==> src/sv/csbh_pkg.sv <==
`timescale 1ns / 1ps
`default_nettype none
package csbh_pkg;

  localparam int unsigned HASH_W      = 32;
  localparam int unsigned BYTE_W      = 8;
  localparam int unsigned QUEUE_DEPTH = 2;

  localparam logic [HASH_W-1:0] HASH_START    = 32'hAED0_2019;
  localparam logic [HASH_W-1:0] HASH_POLY     = 32'hAED0_011F;
  localparam logic [HASH_W-1:0] RESET_BUCKETS = 32'd1024;

  typedef struct packed {
    logic              valid;
    logic [HASH_W-1:0] hash;
  } hash_push_t;

  // Reflected CRC table entry for one byte value.
  function automatic logic [HASH_W-1:0] crc_entry(input logic [BYTE_W-1:0] idx);
    logic [HASH_W-1:0] v;
    v = {{(HASH_W-BYTE_W){1'b0}}, idx};
    for (int k = 0; k < BYTE_W; k++) begin
      if (v[0]) begin
        v = (v >> 1) ^ HASH_POLY;
      end else begin
        v = v >> 1;
      end
    end
    return v;
  endfunction

  function automatic logic [HASH_W-1:0] crc_step(input logic [HASH_W-1:0] h,
                                                 input logic [BYTE_W-1:0] b);
    return (h >> BYTE_W) ^ crc_entry(h[BYTE_W-1:0]) ^ {b, {(HASH_W-BYTE_W){1'b0}}};
  endfunction

endpackage
`default_nettype wire

==> src/sv/csbh_front.sv <==
`timescale 1ns / 1ps
`default_nettype none
module csbh_front (
  input  wire logic                          clk_i,
  input  wire logic                          rst_ni,
  input  wire logic                          in_valid_i,
  output logic                               in_ready_o,
  input  wire logic [csbh_pkg::BYTE_W-1:0]   key_byte_i,
  input  wire logic                          carries_byte_i,
  input  wire logic                          end_of_key_i,
  input  wire logic                          queue_full_i,
  output csbh_pkg::hash_push_t               push_o
);

  logic [csbh_pkg::HASH_W-1:0] hash_q, hash_d, hash_upd;
  logic                        accept;

  assign in_ready_o = ~queue_full_i;
  assign accept     = in_valid_i & in_ready_o;
  assign hash_upd   = carries_byte_i ? csbh_pkg::crc_step(hash_q, key_byte_i) : hash_q;

  always_comb begin
    hash_d = hash_q;
    if (accept) begin
      hash_d = end_of_key_i ? csbh_pkg::HASH_START : hash_upd;
    end
  end

  assign push_o.valid = accept & end_of_key_i;
  assign push_o.hash  = hash_upd;

  always_ff @(posedge clk_i or negedge rst_ni) begin
    if (!rst_ni) begin
      hash_q <= csbh_pkg::HASH_START;
    end else begin
      hash_q <= hash_d;
    end
  end

endmodule
`default_nettype wire

==> src/sv/csbh_queue.sv <==
`timescale 1ns / 1ps
`default_nettype none
module csbh_queue #(
  parameter int unsigned Depth = csbh_pkg::QUEUE_DEPTH
) (
  input  wire logic                          clk_i,
  input  wire logic                          rst_ni,
  input  wire csbh_pkg::hash_push_t          push_i,
  output logic                               full_o,
  output logic                               valid_o,
  output logic [csbh_pkg::HASH_W-1:0]        hash_o,
  input  wire logic                          pop_i
);

  localparam int unsigned PtrW = (Depth > 1) ? $clog2(Depth) : 1;
  localparam int unsigned CntW = $clog2(Depth + 1);
  localparam logic [PtrW-1:0] LastPtr = PtrW'(Depth - 1);

  logic [csbh_pkg::HASH_W-1:0] mem_q [Depth];
  logic [PtrW-1:0]             wr_q, wr_d, rd_q, rd_d;
  logic [CntW-1:0]             cnt_q, cnt_d;
  logic                        do_push, do_pop;

  assign full_o  = (cnt_q == CntW'(Depth));
  assign valid_o = (cnt_q != '0);
  assign hash_o  = mem_q[rd_q];
  assign do_push = push_i.valid & ~full_o;
  assign do_pop  = pop_i & valid_o;

  always_comb begin
    wr_d  = wr_q;
    rd_d  = rd_q;
    cnt_d = cnt_q;
    if (do_push) begin
      wr_d = (wr_q == LastPtr) ? '0 : wr_q + 1'b1;
    end
    if (do_pop) begin
      rd_d = (rd_q == LastPtr) ? '0 : rd_q + 1'b1;
    end
    if (do_push && !do_pop) begin
      cnt_d = cnt_q + 1'b1;
    end else if (do_pop && !do_push) begin
      cnt_d = cnt_q - 1'b1;
    end
  end

  always_ff @(posedge clk_i) begin
    if (do_push) begin
      mem_q[wr_q] <= push_i.hash;
    end
  end

  always_ff @(posedge clk_i or negedge rst_ni) begin
    if (!rst_ni) begin
      wr_q  <= '0;
      rd_q  <= '0;
      cnt_q <= '0;
    end else begin
      wr_q  <= wr_d;
      rd_q  <= rd_d;
      cnt_q <= cnt_d;
    end
  end

endmodule
`default_nettype wire

==> src/sv/csbh_back.sv <==
`timescale 1ns / 1ps
`default_nettype none
module csbh_back (
  input  wire logic                          clk_i,
  input  wire logic                          rst_ni,
  input  wire logic                          cfg_we_i,
  input  wire logic [csbh_pkg::HASH_W-1:0]   cfg_wdata_i,
  input  wire logic                          q_valid_i,
  input  wire logic [csbh_pkg::HASH_W-1:0]   q_hash_i,
  output logic                               q_pop_o,
  output logic                               out_valid_o,
  input  wire logic                          out_ready_i,
  output logic [csbh_pkg::HASH_W-1:0]        bucket_index_o,
  output logic [csbh_pkg::HASH_W-1:0]        raw_hash_o
);

  localparam int unsigned W    = csbh_pkg::HASH_W;
  localparam int unsigned CntW = $clog2(W);
  localparam logic [CntW-1:0] LastStep = CntW'(W - 1);

  typedef enum logic [2:0] {
    ST_IDLE = 3'b001,
    ST_DIV  = 3'b010,
    ST_HOLD = 3'b100
  } state_e;

  state_e         state_q, state_d;
  logic [W-1:0]   bucket_q, bucket_d;
  logic [W-1:0]   dvd_q, dvd_d;
  logic [W-1:0]   rem_q, rem_d;
  logic [W-1:0]   raw_q, raw_d;
  logic [CntW-1:0] cnt_q, cnt_d;
  logic           out_valid_q, out_valid_d;
  logic [W-1:0]   out_idx_q, out_idx_d;
  logic [W-1:0]   out_raw_q, out_raw_d;
  logic [W:0]     rem_sh, rem_nx;
  logic           out_free;

  assign out_free = ~out_valid_q | out_ready_i;
  assign rem_sh   = {rem_q, dvd_q[W-1]};
  assign rem_nx   = (rem_sh >= {1'b0, bucket_q}) ? rem_sh - {1'b0, bucket_q} : rem_sh;
  assign bucket_d = cfg_we_i ? cfg_wdata_i : bucket_q;

  always_comb begin
    state_d     = state_q;
    dvd_d       = dvd_q;
    rem_d       = rem_q;
    raw_d       = raw_q;
    cnt_d       = cnt_q;
    q_pop_o     = 1'b0;
    out_valid_d = out_valid_q & ~out_ready_i;
    out_idx_d   = out_idx_q;
    out_raw_d   = out_raw_q;
    unique case (state_q)
      ST_IDLE: begin
        if (q_valid_i) begin
          q_pop_o = 1'b1;
          dvd_d   = q_hash_i;
          raw_d   = q_hash_i;
          rem_d   = '0;
          cnt_d   = '0;
          state_d = ST_DIV;
        end
      end
      ST_DIV: begin
        rem_d = rem_nx[W-1:0];
        dvd_d = dvd_q << 1;
        cnt_d = cnt_q + 1'b1;
        if (cnt_q == LastStep) begin
          if (out_free) begin
            out_valid_d = 1'b1;
            out_idx_d   = rem_nx[W-1:0];
            out_raw_d   = raw_q;
            state_d     = ST_IDLE;
          end else begin
            state_d = ST_HOLD;
          end
        end
      end
      ST_HOLD: begin
        if (out_free) begin
          out_valid_d = 1'b1;
          out_idx_d   = rem_q;
          out_raw_d   = raw_q;
          state_d     = ST_IDLE;
        end
      end
      default: begin
        state_d = ST_IDLE;
      end
    endcase
  end

  assign out_valid_o    = out_valid_q;
  assign bucket_index_o = out_idx_q;
  assign raw_hash_o     = out_raw_q;

  always_ff @(posedge clk_i) begin
    dvd_q     <= dvd_d;
    rem_q     <= rem_d;
    raw_q     <= raw_d;
    out_idx_q <= out_idx_d;
    out_raw_q <= out_raw_d;
  end

  always_ff @(posedge clk_i or negedge rst_ni) begin
    if (!rst_ni) begin
      state_q     <= ST_IDLE;
      bucket_q    <= csbh_pkg::RESET_BUCKETS;
      cnt_q       <= '0;
      out_valid_q <= 1'b0;
    end else begin
      state_q     <= state_d;
      bucket_q    <= bucket_d;
      cnt_q       <= cnt_d;
      out_valid_q <= out_valid_d;
    end
  end

endmodule
`default_nettype wire

==> src/sv/crc_string_bucket_hash_top.sv <==
// String hash with bucket reduction.
// Key bytes enter on the input channel (valid/ready), one per transaction;
// carries_byte_i marks a byte to hash and end_of_key_i closes the key. A
// closing transaction with no byte ends the key on the bytes taken before it.
// The front end hashes one byte per cycle while in_ready_o is high, with a
// table-driven CRC step. On the closing transaction the hash goes into a
// short queue and the running hash reloads its start value.
// The back end reduces each queued hash modulo the bucket count with a
// bit-serial remainder unit of 32 steps, and takes the next hash from the
// queue only once the last result has gone into the output register. Keys
// keep streaming into the queue meanwhile.
// The user must write the bucket count through cfg_we_i/cfg_wdata_i only
// while no key is in flight; the block itself does not enforce this. A
// count of zero returns the raw hash as the index.
// Reset clears the queue and the output valid flag, loads the start hash and
// sets the bucket count to 1024. When the receiver stalls, the result holds
// in the output register; once the queue also fills, in_ready_o falls.
`timescale 1ns / 1ps
`default_nettype none
module crc_string_bucket_hash_top #(
  parameter int unsigned QueueDepth = csbh_pkg::QUEUE_DEPTH
) (
  input  wire logic                          clk_i,
  input  wire logic                          rst_ni,
  input  wire logic                          in_valid_i,
  output logic                               in_ready_o,
  input  wire logic [csbh_pkg::BYTE_W-1:0]   key_byte_i,
  input  wire logic                          carries_byte_i,
  input  wire logic                          end_of_key_i,
  output logic                               out_valid_o,
  input  wire logic                          out_ready_i,
  output logic [csbh_pkg::HASH_W-1:0]        bucket_index_o,
  output logic [csbh_pkg::HASH_W-1:0]        raw_hash_o,
  input  wire logic                          cfg_we_i,
  input  wire logic [csbh_pkg::HASH_W-1:0]   cfg_wdata_i
);

  csbh_pkg::hash_push_t        push;
  logic                        q_full, q_valid, q_pop;
  logic [csbh_pkg::HASH_W-1:0] q_hash;

  csbh_front u_front (
    .clk_i          (clk_i),
    .rst_ni         (rst_ni),
    .in_valid_i     (in_valid_i),
    .in_ready_o     (in_ready_o),
    .key_byte_i     (key_byte_i),
    .carries_byte_i (carries_byte_i),
    .end_of_key_i   (end_of_key_i),
    .queue_full_i   (q_full),
    .push_o         (push)
  );

  csbh_queue #(
    .Depth (QueueDepth)
  ) u_queue (
    .clk_i   (clk_i),
    .rst_ni  (rst_ni),
    .push_i  (push),
    .full_o  (q_full),
    .valid_o (q_valid),
    .hash_o  (q_hash),
    .pop_i   (q_pop)
  );

  csbh_back u_back (
    .clk_i          (clk_i),
    .rst_ni         (rst_ni),
    .cfg_we_i       (cfg_we_i),
    .cfg_wdata_i    (cfg_wdata_i),
    .q_valid_i      (q_valid),
    .q_hash_i       (q_hash),
    .q_pop_o        (q_pop),
    .out_valid_o    (out_valid_o),
    .out_ready_i    (out_ready_i),
    .bucket_index_o (bucket_index_o),
    .raw_hash_o     (raw_hash_o)
  );

endmodule
`default_nettype wire

==> config.mk <==
export PLATFORM = sky130hd
export DESIGN_NAME = crc_string_bucket_hash_top
export DESIGN_NICKNAME = d
export VERILOG_FILES = /design/src/sv/csbh_pkg.sv /design/src/sv/csbh_front.sv /design/src/sv/csbh_queue.sv /design/src/sv/csbh_back.sv /design/src/sv/crc_string_bucket_hash_top.sv
export SDC_FILE = /design/constraint.sdc
export NUM_CORES = 1
export LEC_CHECK = 0
export BUFFER_PORTS_ARGS = -buffer_cell sky130_fd_sc_hd__clkbuf_2
export CAP_MARGIN = 25
export CORE_MARGIN = 2
export CORE_UTILIZATION = 40
export CTS_CLUSTER_DIAMETER = 40
export DETAILED_ROUTE_END_ITERATION = 16
export GPL_ROUTABILITY_DRIVEN = 0
export PLACE_DENSITY_LB_ADDON = 0.15
export RECOVER_POWER = 100
export SYNTH_ARGS = -nofsm -noshare
export SYNTH_HDL_FRONTEND = slang
export SYNTH_HIERARCHICAL = 1
export SYNTH_SLANG_ARGS = --single-unit
==> constraint.sdc <==
create_clock -name clk_i -period 14.8 [get_ports clk_i]
set_clock_uncertainty 0.15 [all_clocks]
set_input_delay 2.96 -clock clk_i [delete_from_list [all_inputs] [get_ports clk_i]]
set_output_delay 2.96 -clock clk_i [all_outputs]
set_load 0.02 [all_outputs]
Word-level counts from Yosys, hierarchy flattened
Memory sizes are Yosys's and may differ from the RTL's.
Index checks and enable logic that the tools add are counted.
{"block": "totals", "register_bits": 237, "ram_bits": 64, "input_bits": 47, "output_inout_bits": 66, "wordCells": 102, "memories": 1}
{"block": "classes", "n_addsub": 6, "magnitude_cmp": 1, "eq_ne": 9, "n_mux": 40, "n_bitwise": 19, "reduce_logical": 13}
{"memory": "u_queue.mem_q", "depth": 2, "width": 32, "read_ports": 1, "rd_ports_with_merged_regs": 0, "write_ports": 1, "line_no": "csbh_queue.sv:19", "rtl": "logic [csbh_pkg::HASH_W-1:0] mem_q [Depth];"}
{"cell": "2-to-1 mux 32 bit", "n": 18}
{"cell": "case mux 32 bit (2 select lines)", "n": 4}
{"cell": "inverter 13 -> 14 bit", "n": 7}
{"cell": "greater-or-equal comparator 33 x 32 -> 1 bit", "n": 1}
{"cell": "subtractor 32 bit", "n": 1}
{"cell": "XOR 24 x 32 -> 32 bit", "n": 1}
{"cell": "XOR 32 bit", "n": 1}
{"cell": "inverter 5 -> 14 bit", "n": 1}
{"cell": "2-to-1 mux 3 bit", "n": 4}
{"cell": "case mux 5 bit (2 select lines)", "n": 1}
{"cell": "case mux 3 bit (3 select lines)", "n": 1}
{"cell": "2-to-1 mux 1 bit", "n": 8}
{"cell": "nonzero test 2 bit", "n": 4}
{"cell": "inequality test 2 x 1 -> 1 bit, second input constant", "n": 3}
{"cell": "AND reduction 2 bit", "n": 3}
{"cell": "adder 5 x 1 -> 5 bit, second input constant", "n": 1}
{"cell": "bitwise AND 1 bit", "n": 5}
{"cell": "equality test 5 bit, second input constant", "n": 1}
{"cell": "2-to-1 mux 5 bit", "n": 1}
{"cell": "2-to-1 mux 2 bit", "n": 2}
{"cell": "AND reduction 4 bit", "n": 1}
{"cell": "equality test 3 x 1 -> 1 bit, second input constant", "n": 1}
{"cell": "equality test 3 x 2 -> 1 bit, second input constant", "n": 1}
{"cell": "equality test 3 bit, second input constant", "n": 1}
{"cell": "11 further kinds", "n": 16}

Longest topological paths before layout
Gate-level depths: netlist (run 1).
{"block": "depth", "depth_word": 20, "depth_mapped": 12, "mapped_depth_nobuf": 12}

Modules after synthesis
Netlist (run 1), hierarchy kept.
{"module": "csbh_back", "instances": 1, "cells_each": 903, "area_each_um2": 9704.3, "seq_area_each_um2": 5833.1}
{"module": "csbh_queue", "instances": 1, "cells_each": 119, "area_each_um2": 2662.6, "seq_area_each_um2": 2021.9}
{"module": "csbh_front", "instances": 1, "cells_each": 231, "area_each_um2": 2332.2, "seq_area_each_um2": 815.8}

Least setup slack after synthesis (run 1)
Ideal clock, no wire load.
{"block": "synth_path", "kind": "flip-flop to flip-flop", "startpoint": "register u_queue.cnt_q[0]", "endpoint": "register u_back.dvd_q[0] (enable)", "setup_time_ns": 0.418, "arrival_ns": 5.981, "required_time_ns": 14.232, "setup_slack_ns": 8.251, "stages_incl_launch_ff": 5, "path_buffers": 0, "period_less_slack_ns": 6.549, "path_cell_list": "dfrtp_1 or2_1 nor4bb_1 nor2_1 inv_1"}
{"block": "synth_via", "elab_chain_cells": 3}
{"element": "start, declared", "line_no": "csbh_queue.sv:21", "rtl": "logic [CntW-1:0] cnt_q, cnt_d;"}
{"element": "start signal, assigned", "line_no": "csbh_queue.sv:61", "rtl": "cnt_q <= cnt_d;"}
{"element": "nonzero test 2 bit", "line_no": "csbh_queue.sv:25", "rtl": "assign valid_o = (cnt_q != '0);"}
{"element": "via q_valid", "line_no": "crc_string_bucket_hash_top.sv:39", "rtl": "logic q_full, q_valid, q_pop;"}
{"element": "inequality test 2 bit (no source line)"}
{"element": "AND reduction 2 bit (no source line)"}
{"element": "end signal, assigned", "line_no": "csbh_back.sv:99", "rtl": "dvd_q <= dvd_d;"}
{"element": "end, declared", "line_no": "csbh_back.sv:29", "rtl": "logic [W-1:0] dvd_q, dvd_d;"}
The timed path passes the listed nets, and every way through them passes these cells.
A chain may end at the register's enable or synchronous reset.

==> results of run 1 <==
## area by class of cell
| cell class | instances | area (sq um) |
|---|---|---|
| inverter | 60 | 225 |
| sequential | 301 | 8670 |
| clock buffer | 52 | 1180 |
| multi-input combinational | 825 | 5350 |
| tap | 468 | 586 |
| clock inverter | 34 | 382 |
| fill | 3416 | 19500 |
| timing repair buffer | 127 | 564 |
## layout by cell type (no fill, tap or decap), drive strengths merged, types with 10 or more instances in the layout
cell	netlist	routed
xor2	22	22
clkinv	1	20
inv	59	67
nand3	16	16
xnor2	62	62
a21oi	95	95
a21o	15	15
edfxtp	224	224
dfstp	14	14
mux2	46	46
nor2b	10	10
ha	35	35
a22o	18	18
o21ai	67	67
clkbuf	42	174
dfrtp	63	63
nand2	176	176
nor2	119	119
## worst max-delay path by stage
stage,from,endpoint,slack [ns]
finish,rst_ni,u_front/hash_q[28],8.36
detailed placement,end_of_key_i,u_queue/mem_q[1][28],9.82
CTS,u_queue/cnt_q[0],in_ready_o,10.11
floorplan,u_queue/cnt_q[0],u_back/dvd_q[0],8.25
global route,rst_ni,u_front/hash_q[8],7.58
global placement,end_of_key_i,u_queue/mem_q[1][28],9.88
## kinds of logic after synthesis
group                    share of synthesized area, %
flip-flops                                       59.0
adder cells (fa/ha/maj)                          3.12
multiplexers                                     4.88
buffers and inverters                            3.96
AND/OR/NAND/NOR                                  11.2
AO/OA/AOI/OAI                                    11.5
XOR/XNOR                                         6.41
## sequential cells by signal, summed over array words and instances, names as in the netlist, 5 cells and up
register,flops
u_back/rem_q,32
u_back/dvd_q,32
u_back/raw_q,32
u_back/bucket_index_o,32
u_back/bucket_q,32
u_back/raw_hash_o,32
u_queue/mem_q,64
u_back/cnt_q,5
u_front/hash_q,32
## where the power goes
group	switching, mW	internal (mW)
clock network	0.416	0.660
logic	1.07	0.686
registers	0.138	1.34
## worst reg2reg max path, delay by kind of cell (launching register included)
kind,cells,cell delay (ns)
DFF,1,0.39
buffers and inverters,3,4.03
and+or+nand+nor,3,1.03
## per-stage QoR
step           utilization [%]  hold slack (ns)
4_1_cts                   47.2            0.260
6_report                  46.5            0.259
3_5_place_dp              42.9            0.255
3_3_place_gp              42.9            0.251
5_1_grt                   46.5            0.259
2_1_floorplan                -            0.250
## per-layer routing
| metal | wire length (microns) | share of wire [%] | GRT usage, % |
|---|---|---|---|
| met5 | 0 | 0 | 0 |
| met4 | 726 | 2.2 | 6.09 |
| met3 | 1210 | 3.6 | 2.77 |
| met2 | 16400 | 49 | 30.6 |
| met1 | 14900 | 45 | 22.5 |
==> out/qor.yml, run 1 <==
clocking:
  cts.clk_slew.worst_paths_ns: 0.05
  post-cts-setup-buffer-count: 0
  cts-root-buf: "clkbuf_16"
  htreeDepth: 2
  cts_buffer_depth: 3
  clock_sink_count: 301
  cts.repair.resized: 0
  cts_tree: "yes"
  clock_latency_ns: 0.57
  hold_buffers: 0
  cts_buffers: 46
timing:
  worstMarginPinSlew_ns: 2.95
  fmax_ghz: 0.155
  min_period_over_period_pct: 43.5
  rsz0062_at_grt: "no"
  finalWorstSetupSlack_ns: 8.36
  hold_viol: 0
  fin_tns_setup_ns: 0
  setup_viol: 0
  drv_slew: 432
  layout_min_cycle_time_ns: 6.44
  maxSlewHeadroom_pct: -96.5
worst_hold_path:
  holdPathEnd: "u_back/raw_hash_o[10]"
  min_path_type: "reg2reg"
  hold_start: "u_back/raw_q[10]"
  whs_path_depth: 0
floorplanning:
  num_rows: 70
  die_w_microns: 196
  ios: 113
  initial_utilization_pct: 40.3
  die_y_microns: 196
  die_area_sq_um: 38300
  core_region_area_sq_um: 36400
global_route:
  grt_usage_pct: 17.6
  antenna_found_initial: 0
  grt_pass1_vias: 9718
  grt_pass1_wl_microns: 53200
  grt_max_degree: 64
  grt-ovfl-total: 0
power:
  ir_worst_vdd_v: 0.000131
  power_mw: 4.31
  power_density_nw_per_um2: 254
  p_leak_nw: 6.71
yosys:
  synthArstFlopShare_pct: 25.6
  ys.flop_type: "edfxtp_1"
  avgSynthCellArea_sq_um: 11.7
  synth_area_leaders: "edfxtp_1 46%, dfrtp_1 11%, nand2_1 4.4%"
  yosys_register_bits: 301
  synth_cell_types: 79
  ys_seq_area_share_pct: 59.0
  synth-edff-count: 224
  syn_area_sq_um: 14700
  yosysMostFrequentCell: "edfxtp_1"
  synth_cells: 1253
  ys_warn_count: 6
  yosysTopAreaCellShare_pct: 45.8
  synth_top_cell_by_area: "edfxtp_1"
  syn-num-nets: 1336
  netlist_top_cells_count: "224 x edfxtp_1, 173 x nand2_1, 118 x nor2_1"
critical_path:
  cp_num_buf_inv: 2
  start_kind: "input pin"
  critical_path_class: "in2async"
  crit_cells: 2
  critPathMaxFanout: 52
  crit_top_cell: "clkbuf_1"
  path_delay_family: "buffers and inverters"
  crit_chain: "clkbuf_1, clkbuf_1"
  arrival_ns: 6.31
  required_ns: 14.67
  slowest_stage: "clkbuf_1"
  worst-r2r-cell-count: 6
  worstReg2RegStart: "u_back/state_q[2]"
  slowest_delay_ns: 2.15
  critPathCaptureType: "async pin"
  r2r_slack_ns: 8.71
  r2r_end: "u_back/dvd_q[28]"
outcome:
  status: "finished with violations"
  violations: "max-capacitance violations, max-slew violations"
final_layout:
  finalNetCount: 1444
  antennaDiodeCount: 0
  drive_above_1_share_pct: 11.4
  syn_to_final_growth_pct: 15.4
  final_cell_area_sq_um: 17000
  fin_cells: 1867
routing:
  vias: 9512
  drc: 0
  routedWlPerCell_microns: 17.8
  routed_wl_microns: 33200
  ant_nets: 0
  via_per_inst: 5.09
  drtIter0Drc: 538
  drt_first_pass_iters: 5
placement:
  port-buffer-count: 112
  dpl_worst_slack_ns: 9.82
  dp_cells: 1778
  placed_area_sq_um: 15600
  dpl.hpwl_microns: 22900
job:
  cap_violations: 11
Note: power is estimated with default switching activity, not from simulation.
==> inputs of run 2 (changes only) <==
--- a/config.mk
+++ b/config.mk
@@ -5,6 +5,7 @@
 export SDC_FILE = /design/constraint.sdc
 export NUM_CORES = 1
 export LEC_CHECK = 0
+export ABC_AREA = 1
 export BUFFER_PORTS_ARGS = -buffer_cell sky130_fd_sc_hd__clkbuf_2
 export CAP_MARGIN = 25
 export CORE_MARGIN = 2
==> constraint.sdc (replaced) <==
create_clock -name clk_i -period 5.6 [get_ports clk_i]
set_clock_uncertainty 0.15 [all_clocks]
set_input_delay 1.12 -clock clk_i [delete_from_list [all_inputs] [get_ports clk_i]]
set_output_delay 1.12 -clock clk_i [all_outputs]
set_load 0.02 [all_outputs]
==> out/qor.yml, run 2 <==
final_layout:
  regMostFlops: "u_queue/mem_q"  # unchanged
  layout_commonest_cell: "nand2_1"  # was edfxtp_1
  nFillCells: 3818  # was 3416
  drive_above_1_share_pct: 12.3  # was 11.4%
  final_cell_mix: "666 x nand2_1, 224 x edfxtp_1, 211 x inv_1"  # was 224 x edfxtp_1, 174 x nand2_1, 117 x nor2_1
  final_core_util_pct: 47.7  # was 46.5%
  antennaDiodeCount: 0  # unchanged
  syn_to_final_growth_pct: 16.9  # was 15.4%
  fin_cells: 2456  # was 1867
  multi_input_area_sq_um: 5970  # was 5350 sq um
  largest_register_ffs: 64  # unchanged
  final_cell_area_sq_um: 18600  # was 17000 sq um
  sequential_cell_area_sq_um: 8670  # unchanged
  finalNetCount: 1980  # was 1444
critical_path:
  cp_num_buf_inv: 2  # unchanged
  slowest_stage: "clkbuf_1"  # unchanged
  critPathCaptureType: "register"  # was async pin
  required_ns: 5.73  # was 14.67 ns
  crit_chain: "nor3_1, clkbuf_1, a21oi_1, nor2_1, buf_16"  # was clkbuf_1, clkbuf_1
  critical_path_class: "reg2reg"  # was in2async
  critPathMaxFanout: 39  # was 52
  slowest_delay_ns: 1.27  # was 2.15 ns
  arrival_ns: 4.33  # was 6.31 ns
  path_delay_family: "buffers and inverters"  # unchanged
  start_kind: "register"  # was input pin
clocking:
  cts_buffers: 49  # was 46
  cts_buffer_depth: 3  # unchanged
  cts-root-buf: "clkbuf_16"  # unchanged
  post-cts-setup-buffer-count: 0  # unchanged
  hold_buffers: 0  # unchanged
  htreeDepth: 2  # unchanged
  clock_latency_ns: 0.59  # was 0.57 ns
  clock_sink_count: 301  # unchanged
  cts.repair.resized: 0  # unchanged
  cts_tree: "yes"  # unchanged
  cts.clk_slew.worst_paths_ns: 0.06  # was 0.05 ns
power:
  p_leak_nw: 8.52  # was 6.71 nW
  ir_worst_vdd_v: 0.000363  # was 0.000131 V
  power_density_nw_per_um2: 655  # was 254 nW/um^2
timing:
  setup_viol: 0  # unchanged
  maxSlewHeadroom_pct: -92.2  # was -96.5%
  min_period_over_period_pct: 75.0
  drv_slew: 277  # was 432
  layout_min_cycle_time_ns: 4.20
  fin_hold_ws_ns: 0.261  # was 0.259 ns
  worstMarginPinSlew_ns: 2.88  # was 2.95 ns
  rsz0062_at_grt: "no"  # unchanged
  hold_viol: 0  # unchanged
  fin_tns_setup_ns: 0  # unchanged
  fmax_ghz: 0.238
placement:
  port-buffer-count: 112  # unchanged
  dpl.hpwl_microns: 27300  # was 22900 microns
  dp_cells: 2362  # was 1778
  placed_area_sq_um: 17000  # was 15600 sq um
yosys:
  yosys_register_bits: 301  # unchanged
  syn_area_sq_um: 15900  # was 14700 sq um
  synthSimpleGateAreaFrac_pct: 27.1  # was 11.2%
  synth_top_family_by_area: "simple AND/OR/NAND/NOR gates"  # was compound AO/OA/AOI/OAI gates
  synthArstFlopShare_pct: 25.6  # unchanged
  synth_top_cell_by_area: "edfxtp_1"  # unchanged
  avgSynthCellArea_sq_um: 8.98  # was 11.7 sq um
  synth_xor_area_share_pct: 2.98  # was 6.41%
  syn-num-nets: 1852  # was 1336
  ys_warn_count: 6  # unchanged
  netlist_top_cells_count: "638 x nand2_1, 224 x edfxtp_1, 211 x inv_1"  # was 224 x edfxtp_1, 173 x nand2_1, 118 x nor2_1
  synth_cell_types: 44  # was 79
  ys_seq_area_share_pct: 54.6  # was 59.0%
  synthMuxAreaShare_pct: 0.0709  # was 4.88%
  synth_cells: 1769  # was 1253
  synth-edff-count: 224  # unchanged
  synth_area_leaders: "edfxtp_1 42%, nand2_1 15%, dfrtp_1 9.9%"  # was edfxtp_1 46%, dfrtp_1 11%, nand2_1 4.4%
  synth-compound-area-share_pct: 5.18  # was 11.5%
  synth_fa_ha_area_share_pct: 2.88  # was 3.12%
  yosysMostFrequentCell: "nand2_1"  # was edfxtp_1
  ys.flop_type: "edfxtp_1"  # unchanged
  yosysTopAreaCellShare_pct: 42.4  # was 45.8%
global_route:
  grt-ovfl-total: 0  # unchanged
  grt_usage_pct: 19.2  # was 17.6%
  grt_max_degree: 73  # was 64
  grt_pass1_vias: 11900  # was 9718
  antenna_found_initial: 0  # unchanged
  grt_pass1_wl_microns: 62700  # was 53200 microns
routing:
  vias: 11800  # was 9512
  drt_first_pass_iters: 5  # unchanged
  routed_wl_microns: 38700  # was 33200 microns
  drtIter0Drc: 743  # was 538
  ant_nets: 0  # unchanged
  drc: 0  # unchanged
  routedWlPerCell_microns: 15.8  # was 17.8 microns
  via_per_inst: 4.81  # was 5.09
job:
  cap_violations: 7  # was 11
floorplanning:
  core_region_area_sq_um: 38900  # was 36400 sq um
  ios: 113  # unchanged
  die_w_microns: 203  # was 196 microns
  die_area_sq_um: 41300  # was 38300 sq um
  die_y_microns: 203  # was 196 microns
  initial_utilization_pct: 40.8  # was 40.3%
  num_rows: 72  # was 70
outcome:
  violations: "max-capacitance violations, max-slew violations"  # unchanged
  status: "finished with violations"  # unchanged
worst_hold_path:
  min_path_type: "reg2reg"  # unchanged
run 2: cell types whose count changed after synthesis, sizes merged, moves of 16 or more:
cell and delta:
nand3b +20, a22o -17, nand2 +544, o22ai +16, nand3 +96, nor2 -42, mux2 -45, a21oi -52
xor2 +17, inv +161, xnor2 -47
run 2: final timing paths:
path	end	cells after the start	slack, ns	startpoint
worst max-delay path	u_back/bucket_index_o[17]	5	1.40	u_back/state_q[0]
worst min-delay path	u_back/raw_hash_o[6]	0	0.26	u_back/raw_q[6]
worst max register to register	u_back/bucket_index_o[17]	5	1.40	u_back/state_q[0]
worst min register to register	u_back/raw_hash_o[6]	0	0.26	u_back/raw_q[6]
max in group asynchronous	u_front/hash_q[18]	2	1.90	rst_ni
min in group asynchronous	u_back/bucket_q[12]	1	1.31	rst_ni
run 2: logic make-up after synthesis:
logic type               Yosys count
multiplexers                       1
adder cells (fa/ha/maj)           36
AND/OR/NAND/NOR                  951
flip-flops                       301
buffers and inverters            275
XOR/XNOR                          54
AO/OA/AOI/OAI                    151
run 2: final cells by class:
| type | count | area share (%) |
|---|---|---|
| repair buffers | 128 | 3.34 |
| clock buffers | 53 | 6.80 |
| well taps | 518 | 3.49 |
| clock inverters | 39 | 2.93 |
| flip-flops and latches | 301 | 46.7 |
| multi-input cells | 1193 | 32.2 |
| inverters | 224 | 4.57 |
run 2: through the flow:
stage	power [mW]	setup WS, ns
2_1_floorplan	7.80	2.18
3_3_place_gp	8.98	1.95
3_5_place_dp	9.07	2.18
4_1_cts	12.4	2.24
5_1_grt	13.1	1.08
6_report	12.2	1.40
run 2: routing by layer:
layer,up-vias,global-route usage (%),part of all wire (%)
li1,5970,-,-
met1,5543,22.7,42
met2,223,35.5,51
met3,77,2.54,3.0
met4,0,7.19,3.2
met5,-,0,0
run 2: power by group:
part / internal, mW / leakage (nW) / switching, mW
Clock: 2.06 / 0.881 / 1.19
Sequential: 3.51 / 3.04 / 0.337
Combinational: 1.60 / 4.60 / 3.47
